File: config.mk
export PLATFORM = sky130hd
export DESIGN_NAME = cpot_norm
export DESIGN_NICKNAME = d
export VERILOG_FILES = /design/src/design/convex_polygon_overlap_test_unit_macros.svh /design/src/design/cpot_pkg.sv /design/src/design/cpot_norm.sv
export SDC_FILE = /design/constraint.sdc
export NUM_CORES = 2
export LEC_CHECK = 0
export BUFFER_PORTS_ARGS = -buffer_cell sky130_fd_sc_hd__buf_2
export CORE_MARGIN = 4
export CORE_UTILIZATION = 59
export DETAILED_ROUTE_END_ITERATION = 8
export HOLD_SLACK_MARGIN = 0.06
export PLACE_DENSITY = 0.78
export SYNTH_ARGS = -nofsm -noshare
export SYNTH_HDL_FRONTEND = slang
export SYNTH_SLANG_ARGS = --single-unit
export TNS_END_PERCENT = 5
File: constraint.sdc
create_clock -name aclk -period 9.2 [get_ports aclk]
set_input_delay 2.76 -clock aclk [delete_from_list [all_inputs] [get_ports aclk]]
set_output_delay 2.76 -clock aclk [all_outputs]
set_load 0.01 [all_outputs]
File: src/design/convex_polygon_overlap_test_unit_macros.svh
// Assertion macros for the convex polygon overlap test unit.
// Included by design files that check their own control logic; no other dependencies.
`ifndef CONVEX_POLYGON_OVERLAP_TEST_UNIT_MACROS_SVH
`define CONVEX_POLYGON_OVERLAP_TEST_UNIT_MACROS_SVH

`ifndef SYNTHESIS
`define CPOT_ASSERT(label, clk, rstn, ante, cons) \
    label: assert property (@(posedge clk) disable iff (!(rstn)) (ante) |-> (cons)) \
        else $error("cpot: assertion failed");
`define CPOT_ASSERT_NEXT(label, clk, rstn, ante, cons) \
    label: assert property (@(posedge clk) disable iff (!(rstn)) (ante) |=> (cons)) \
        else $error("cpot: assertion failed");
`else
`define CPOT_ASSERT(label, clk, rstn, ante, cons)
`define CPOT_ASSERT_NEXT(label, clk, rstn, ante, cons)
`endif

`endif

File: src/design/cpot_pkg.sv
// Shared types, codes and sizes for the convex polygon overlap test unit.
// No dependencies; used by cpot_norm, the top level and the bench.
`default_nettype none
package cpot_pkg;

    localparam int MAX_VERTS = 16;
    localparam int IDX_W     = $clog2(MAX_VERTS);
    localparam int CNT_W     = $clog2(MAX_VERTS + 1);
    localparam int COORD_W   = 24;
    localparam int EDGE_W    = COORD_W + 1;
    localparam int NRM_W     = 16;
    localparam int PROD_W    = NRM_W + COORD_W;
    localparam int PROJ_W    = PROD_W + 1;
    localparam int GAP_W     = PROJ_W + 1;
    localparam int SUM_W     = COORD_W + CNT_W;
    localparam int CEN_W     = SUM_W + CNT_W + 2;
    localparam int DEPTH_W   = 24;
    localparam int RIDX_W    = 4;
    localparam int ROOT_STEPS = 32;
    localparam int DIV_W     = 46;
    localparam int NSTEP_W   = 6;

    typedef logic [1:0] action_t;
    localparam action_t ACT_LOAD_A = 2'd0;
    localparam action_t ACT_LOAD_B = 2'd1;
    localparam action_t ACT_RUN    = 2'd2;

    typedef enum logic [1:0] {
        STATUS_OVERLAP   = 2'd0,
        STATUS_SEPARATED = 2'd1,
        STATUS_EMPTY     = 2'd2
    } status_t;

    typedef enum logic [3:0] {
        ST_IDLE, ST_RD1, ST_RD2, ST_EDGE, ST_NORM, ST_PROJ, ST_GAP,
        ST_CEN1, ST_CEN2, ST_CEN3, ST_DEEP, ST_FIN, ST_OUT
    } state_t;

    typedef enum logic [2:0] {
        NS_IDLE, NS_SQ, NS_SUM, NS_ROOT, NS_PREP, NS_DIV, NS_DONE
    } nstate_t;

    typedef logic signed [COORD_W-1:0] coord_t;

    typedef struct packed {
        coord_t x;
        coord_t y;
    } vert_t;

    typedef struct packed {
        logic                     start;
        logic signed [EDGE_W-1:0] ex;
        logic signed [EDGE_W-1:0] ey;
    } nrm_req_t;

    typedef struct packed {
        logic                    done;
        logic signed [NRM_W-1:0] nx;
        logic signed [NRM_W-1:0] ny;
    } nrm_rsp_t;

endpackage
`default_nettype wire

File: src/design/cpot_norm.sv
// Edge normal unit: squared length, bit-serial square root, two restoring dividers.
// Depends on cpot_pkg.
`default_nettype none
module cpot_norm (
    input  wire logic               aclk,
    input  wire logic               aresetn,
    input  wire cpot_pkg::nrm_req_t req,
    output cpot_pkg::nrm_rsp_t      rsp
);

    cpot_pkg::nstate_t state_reg, state_next;

    logic [cpot_pkg::COORD_W-1:0]   mx_reg, my_reg;
    logic                           sx_reg, sy_reg;
    logic [2*cpot_pkg::COORD_W-1:0] sq_x_reg, sq_y_reg;
    logic [63:0]                    rem_reg, res_reg, bit_reg;
    logic [31:0]                    len_reg;
    logic [cpot_pkg::DIV_W-1:0]     dx_reg, dy_reg;
    logic [32:0]                    rx_reg, ry_reg;
    logic [cpot_pkg::NSTEP_W-1:0]   step_reg;

    logic [cpot_pkg::EDGE_W-1:0]    abs_x, abs_y;
    logic [2*cpot_pkg::COORD_W:0]   sq_sum;
    logic [63:0]                    trial;
    logic [32:0]                    sh_x, sh_y;
    logic [cpot_pkg::NRM_W-1:0]     q_x, q_y;

    assign abs_x  = req.ex[cpot_pkg::EDGE_W-1] ? cpot_pkg::EDGE_W'(-req.ex) : req.ex;
    assign abs_y  = req.ey[cpot_pkg::EDGE_W-1] ? cpot_pkg::EDGE_W'(-req.ey) : req.ey;
    assign sq_sum = {1'b0, sq_x_reg} + {1'b0, sq_y_reg};
    assign trial  = res_reg + bit_reg;
    assign sh_x   = {rx_reg[31:0], dx_reg[cpot_pkg::DIV_W-1]};
    assign sh_y   = {ry_reg[31:0], dy_reg[cpot_pkg::DIV_W-1]};
    assign q_x    = dx_reg[cpot_pkg::NRM_W-1:0];
    assign q_y    = dy_reg[cpot_pkg::NRM_W-1:0];

    always_ff @(posedge aclk) begin
        if (!aresetn) begin
            state_reg <= cpot_pkg::NS_IDLE;
        end else begin
            state_reg <= state_next;
        end
    end

    always_comb begin
        state_next = state_reg;
        rsp.done   = 1'b0;
        rsp.nx     = '0;
        rsp.ny     = '0;
        case (state_reg)
            cpot_pkg::NS_IDLE: begin
                if (req.start) state_next = cpot_pkg::NS_SQ;
            end
            cpot_pkg::NS_SQ:   state_next = cpot_pkg::NS_SUM;
            cpot_pkg::NS_SUM:  state_next = cpot_pkg::NS_ROOT;
            cpot_pkg::NS_ROOT: begin
                if (step_reg == cpot_pkg::NSTEP_W'(cpot_pkg::ROOT_STEPS - 1)) begin
                    state_next = cpot_pkg::NS_PREP;
                end
            end
            cpot_pkg::NS_PREP: state_next = cpot_pkg::NS_DIV;
            cpot_pkg::NS_DIV: begin
                if (step_reg == cpot_pkg::NSTEP_W'(cpot_pkg::DIV_W - 1)) begin
                    state_next = cpot_pkg::NS_DONE;
                end
            end
            cpot_pkg::NS_DONE: begin
                rsp.done   = 1'b1;
                // zero-length edge gives a zero normal
                if (len_reg != '0) begin
                    rsp.nx = sx_reg ? cpot_pkg::NRM_W'(-q_x) : q_x;
                    rsp.ny = sy_reg ? cpot_pkg::NRM_W'(-q_y) : q_y;
                end
                state_next = cpot_pkg::NS_IDLE;
            end
            default: state_next = cpot_pkg::NS_IDLE;
        endcase
    end

    always_ff @(posedge aclk) begin
        case (state_reg)
            cpot_pkg::NS_IDLE: begin
                mx_reg <= abs_x[cpot_pkg::COORD_W-1:0];
                my_reg <= abs_y[cpot_pkg::COORD_W-1:0];
                sx_reg <= req.ex[cpot_pkg::EDGE_W-1];
                sy_reg <= req.ey[cpot_pkg::EDGE_W-1];
            end
            cpot_pkg::NS_SQ: begin
                sq_x_reg <= mx_reg * mx_reg;
                sq_y_reg <= my_reg * my_reg;
            end
            cpot_pkg::NS_SUM: begin
                rem_reg  <= 64'({sq_sum, 14'd0});
                res_reg  <= '0;
                bit_reg  <= 64'(1) << 62;
                step_reg <= '0;
            end
            cpot_pkg::NS_ROOT: begin
                if (rem_reg >= trial) begin
                    rem_reg <= rem_reg - trial;
                    res_reg <= (res_reg >> 1) + bit_reg;
                end else begin
                    res_reg <= res_reg >> 1;
                end
                bit_reg  <= bit_reg >> 2;
                step_reg <= step_reg + 1'b1;
            end
            cpot_pkg::NS_PREP: begin
                len_reg  <= res_reg[31:0];
                dx_reg   <= cpot_pkg::DIV_W'({mx_reg, 21'd0}) + cpot_pkg::DIV_W'(res_reg[31:1]);
                dy_reg   <= cpot_pkg::DIV_W'({my_reg, 21'd0}) + cpot_pkg::DIV_W'(res_reg[31:1]);
                rx_reg   <= '0;
                ry_reg   <= '0;
                step_reg <= '0;
            end
            cpot_pkg::NS_DIV: begin
                // shift in one dividend bit, quotient bits fill from the bottom
                if (sh_x >= {1'b0, len_reg}) begin
                    rx_reg <= sh_x - {1'b0, len_reg};
                    dx_reg <= {dx_reg[cpot_pkg::DIV_W-2:0], 1'b1};
                end else begin
                    rx_reg <= sh_x;
                    dx_reg <= {dx_reg[cpot_pkg::DIV_W-2:0], 1'b0};
                end
                if (sh_y >= {1'b0, len_reg}) begin
                    ry_reg <= sh_y - {1'b0, len_reg};
                    dy_reg <= {dy_reg[cpot_pkg::DIV_W-2:0], 1'b1};
                end else begin
                    ry_reg <= sh_y;
                    dy_reg <= {dy_reg[cpot_pkg::DIV_W-2:0], 1'b0};
                end
                step_reg <= step_reg + 1'b1;
            end
            default: begin
            end
        endcase
    end

endmodule
`default_nettype wire

# == Word-level counts from Yosys, hierarchy flattened ==
# Cells that the tools add are included.
# word_totals
elab_cells,79
ff_bits,535
# op_classes
multipliers,2
eq_ne,12
magnitude_cmp,3
mux,24
n_reduce_logical,9
addsub,13
# ops
op,count
$pmux W64 S2,3
$pmux W46 S2,2
$mux W64,2
$pmux W32 S2,2
$mul A24 B24 Y48,2
$mux W32,3
$add A45 B31 Y46,2
$ge A33 B32 Y1,2
$add A63 B64 Y64,1
$add A64 B64 Y64,1
$ge A64 B64 Y1,1
$sub A32 B32 Y32,2
$sub A64 B64 Y64,1
$add A48 B48 Y49,1
$mux W24,2
$neg A24 Y24,2
$mux W33,1
$mux W16,2
$neg A16 Y16,2
$reduce_bool A32 Y1,1
$pmux W3 S6,1
$pmux W6 S2,1
$eq A3 B3 Y1 const B,3
$mux W3,3
other kinds (12),20

# == Depth between registers and ports, before layout ==
# depth
depth_word,4
mapped_depth,30
ltp_nobuf,28

# == Worst setup path before layout ==
# No wires, ideal clock.
# synth_path
path_type,flip-flop to flip-flop
start,reg res_reg[10]
end,"reg rem_reg[0], enable pin"
stages_incl_launch_ff,22
n_path_buf,2
slack_ns,-0.892
period_less_slack_ns,10.092
setup_time_ns,0.584
arrival_time_ns,9.508
cell_sequence,edfxtp_1 > ha_1 > and4_1 > a31o_2 > a211oi_1 > a2111oi_0 > or2_1 > a221oi_2 > o21ai_1 > a31oi_1 > xor2_1 > ha_1 > clkbuf_1 > nand4_1 > nor2_1 > nand2_1 > or4_1 > o221ai_1 > a21oi_1 > o31a_1 > buf_2 > a21boi_0
# synth_between
elab_chain_cells,4
# synth_lines
item,line,text
"start, declared",cpot_norm.sv:16,"logic [63:0] rem_reg, res_reg, bit_reg;"
"start signal, assigned",cpot_norm.sv:101,res_reg <= (res_reg >> 1) + bit_reg;
"start signal, assigned",cpot_norm.sv:103,res_reg <= res_reg >> 1;
$add A64 B64 Y64,cpot_norm.sv:31,assign trial = res_reg + bit_reg;
$ge A64 B64 Y1,cpot_norm.sv:99,if (rem_reg >= trial) begin
$ne A2 B2 Y1 (no source line),--,
$reduce_and A2 Y1 (no source line),--,
"end signal, assigned",cpot_norm.sv:93,"rem_reg <= 64'({sq_sum, 14'd0});"
"end signal, assigned",cpot_norm.sv:100,rem_reg <= rem_reg - trial;
"end, declared",cpot_norm.sv:16,
# No other way between the ends.
# A chain may end at the register's enable or synchronous reset.

# == Worst setup path after layout ==
# layout_path
start,reg my_reg[2] (netlist name)
end,"reg sq_y_reg[40] (netlist name), data pin"
# layout_between
elab_chain_cells,1
# layout_lines
item,line,text
"start, declared",cpot_norm.sv:13,"logic [cpot_pkg::COORD_W-1:0] mx_reg, my_reg;"
"start signal, assigned",cpot_norm.sv:84,my_reg <= abs_y[cpot_pkg::COORD_W-1:0];
$mul A24 B24 Y48,cpot_norm.sv:90,sq_y_reg <= my_reg * my_reg;
"end signal, assigned",cpot_norm.sv:90,
"end, declared",cpot_norm.sv:15,"logic [2*cpot_pkg::COORD_W-1:0] sq_x_reg, sq_y_reg;"
# No other way between the ends.

==> impl_results.rst <==
.. list-table::
   :header-rows: 1

   * - Metric
     - Value
   * - Die Ht
     - 347 microns
   * - Max clock buf depth
     - 3
   * - Cell mode on critical path
     - fa_1
   * - Antenna violations before repair
     - 6
   * - Area of the mapped netlist
     - 68000 sq um
   * - Cell with the largest stage delay on the worst path
     - edfxtp_1
   * - Final nets
     - 8816
   * - Average instance area after synthesis
     - 9.24 sq um
   * - Die span in x
     - 347 microns
   * - Slowest stage delay, CP
     - 1.20 ns
   * - Post-synthesis cell count
     - 7353
   * - Average via count per standard cell
     - 5.90
   * - Master cell of the clock root buffer
     - clkbuf_16
   * - Slew of the pin with the lowest slew margin
     - 1.28 ns
   * - Worst Skew
     - 0.0569 ns
   * - Worst Hold Margin
     - 0.515 ns
   * - Post-synthesis sequential element count
     - 501
   * - Sequential share of the synthesized area
     - 0.221
   * - DIE AREA
     - 121000 sq um
   * - Share of async-settable or async-resettable flops after synthesis
     - 0
   * - Final setup violation count
     - 0
   * - Warning count from the yosys run
     - 0
   * - Cts hold-fix bufs
     - 0
   * - CP startpoint kind
     - flop
   * - # fillers
     - 9352
   * - First-pass iteration count of the detailed router
     - 6
   * - Main synth FF type
     - edfxtp_1
   * - Clock buffer count from CTS
     - 60
   * - GRT Overall Usage
     - 0.301
   * - Final wirelength
     - 181000 microns
   * - Clock transition at path regs
     - 0.06 ns
   * - Wire length of the first global-routing pass
     - 290000 microns
   * - Slack of the worst reg-to-reg path
     - 0.93 ns
   * - Area growth syn-to-layout
     - 5.81%
   * - Maximum level of the CTS H-tree
     - 2
   * - Sum of negative setup slack
     - 0 ns
   * - Tcrit/Tclk final
     - 0.899
   * - Hpwl dp
     - 144000 microns
   * - Standard-cell row count
     - 124
   * - Total of cells resized after clock tree synthesis
     - 0
   * - Count of flip-flops with a built-in enable after synthesis
     - 498
   * - Clock insertion delay at the later pin of the skew report
     - 0.70 ns
   * - Most common cell after layout, fill and taps aside
     - inv_1
   * - Worst path required time
     - 9.59 ns
   * - RSZ-0062 raised after global routing
     - no
   * - Remaining Overflow, GRT
     - 0
   * - Peak fanout along the critical path
     - 25
   * - Ratio of cells with drive above 1 in the final layout
     - 0.0470
   * - Number of sinks handled by clock tree synthesis
     - 501
   * - Crit Path Class
     - reg2reg
   * - Worst slew margin
     - 0.149
   * - Count of nets left with antenna violations after detail routing
     - 0
   * - CTS tree
     - yes
   * - Number of buffers and inverters on the critical path
     - 5
   * - Number of DRC markers after the initial detailed-route iteration
     - 4439
   * - Area of the core
     - 114000 sq um
   * - Syn Nets
     - 8873
   * - Minimum clock period
     - 8.27 ns
   * - Max Fclk
     - 0.121 GHz
   * - Cell-by-cell listing of the critical path
     - nand2_1, fa_1, inv_1, fa_1, inv_1, fa_1, fa_1, inv_1, fa_1, fa_1, inv_1, fa_1, inv_1, ha_1, o21a_1, o21ai_0, a21boi_0, o2111ai_1, a221oi_2, a221oi_1, a2111oi_0, o21a_1, a21oi_1, xnor2_1
   * - Number of pins exceeding their max-slew limit in the final report
     - 0
   * - Number of global-route vias before repair
     - 54.2k
   * - Count of different cell masters after synthesis
     - 95
   * - Endpoint kind of the worst setup timing path
     - flop
   * - Run status
     - completed
   * - Number of ports placed on the die boundary
     - 86
   * - Post-CTS repair timing setup buffer count
     - 0
   * - Count of buffers inserted at the top-level ports
     - 85
   * - Pin count of the biggest net entering global routing
     - 77
   * - Kind of cell adding the most delay to the critical path
     - adder cells
   * - Critical path data arrival time
     - 8.67 ns
   * - Routability congestion estimate
     - 0.950
   * - DR vias
     - 52.2k
   * - Kind of path behind the tightest hold check
     - reg2reg
   * - Most frequent cells in the layout
     - inv_1 (1303), fa_1 (849), nand2_1 (814)
   * - Drt wl/cell
     - 20.5 microns
   * - Number of endpoints with negative hold slack in the final report
     - 0
   * - Initial Util
     - 0.594
   * - Number of remaining DRC errors
     - 0
   * - Number of max-cap violations
     - 0
[tightest hold or removal path, delay by kind of cell, from the launching register on]
kind,cells,cell delay (ns)
and+or+nand+nor,2,0.10
DFF,1,0.32
[per-stage QoR]
step | setup WS (ns) | instances | area, sq um | util
2_1_floorplan | -0.419 | 7353 | 68200 | -
3_5_place_dp | 1.04 | 8746 | 70000 | 0.612
3_3_place_gp | 1.19 | 8746 | 70000 | 0.612
6_report | 0.929 | 8856 | 71900 | 0.629
4_1_cts | 1.03 | 8854 | 71900 | 0.629
5_1_grt | 0.486 | 8854 | 71900 | 0.629
[final cells by class]
class,instances,area (sq um),share of cell area
repair buffers,156,958,0.0133
clock inverters,38,400,0.00557
multi-input cells,5273,47200,0.656
clock buffers,70,1560,0.0217
diodes,2,5.00,0.0000696
flip-flops and latches,501,15000,0.209
inverters,1304,4900,0.0681
well taps,1512,1890,0.0263
[path summary, 6_finish.rpt]
path / from / endpoint / cells after the start
max reg2reg: my_reg[2]$_DFFE_PP_ / sq_y_reg[40]$_DFFE_PP_ / 24
min reg2reg: dy_reg[16]$_DFFE_PP_ / dy_reg[17]$_DFFE_PP_ / 2
max: my_reg[2]$_DFFE_PP_ / sq_y_reg[40]$_DFFE_PP_ / 24
min: dy_reg[16]$_DFFE_PP_ / dy_reg[17]$_DFFE_PP_ / 2
[logic make-up (layout without fill, tap and decap cells)]
kind of cell	after synthesis	count (layout)	synth area share
flip-flops	501	501	0.221
buffers and inverters	1579	1568	0.0880
other	0	2	0
AND/OR/NAND/NOR	2005	2005	0.137
adder cells (fa/ha/maj)	1467	1467	0.364
multiplexers	46	46	0.00681
XOR/XNOR	488	488	0.0629
AO/OA/AOI/OAI	1267	1267	0.121
[Yosys cell counts (14+ instances only)]
master | count | area (sq um)
nand3_1 | 81 | 405
o21bai_1 | 63 | 473
nand2b_1 | 37 | 231
edfxtp_1 | 498 | 15000
nand4_1 | 87 | 544
o41ai_1 | 17 | 149
xor2_1 | 204 | 1790
nor4_1 | 28 | 175
nor3_1 | 65 | 325
o21ai_0 | 219 | 1100
o31ai_1 | 54 | 405
inv_1 | 1304 | 4890
nand2_1 | 816 | 3060
o21a_1 | 41 | 308
nor2_1 | 448 | 1680
and3_1 | 66 | 413
and2_1 | 225 | 1410
buf_2 | 27 | 135
a31oi_1 | 78 | 488
a21oi_1 | 362 | 1810
ha_1 | 618 | 7730
nor2b_1 | 58 | 363
buf_1 | 15 | 56.3
a211oi_1 | 52 | 390
or3_1 | 26 | 163
a21o_1 | 156 | 1170
fa_1 | 849 | 17000
a21boi_0 | 14 | 105
mux2i_1 | 44 | 440
clkbuf_1 | 228 | 856
o21ai_1 | 45 | 225
or2_2 | 14 | 87.6
a31o_2 | 19 | 166
xnor2_1 | 284 | 2490
or4_1 | 15 | 113
[layer usage]
metal	track usage	routed length [microns]	vias up
li1	-	-	24100
met1	0.387	72300	25500
met2	0.512	86400	2153
met3	0.0413	13000	479
met4	0.134	9390	4
met5	0	28	-
Power is left out: the tool's default activity adds up to more than one toggle a clock period on the data nets, which glitch-free logic cannot reach.
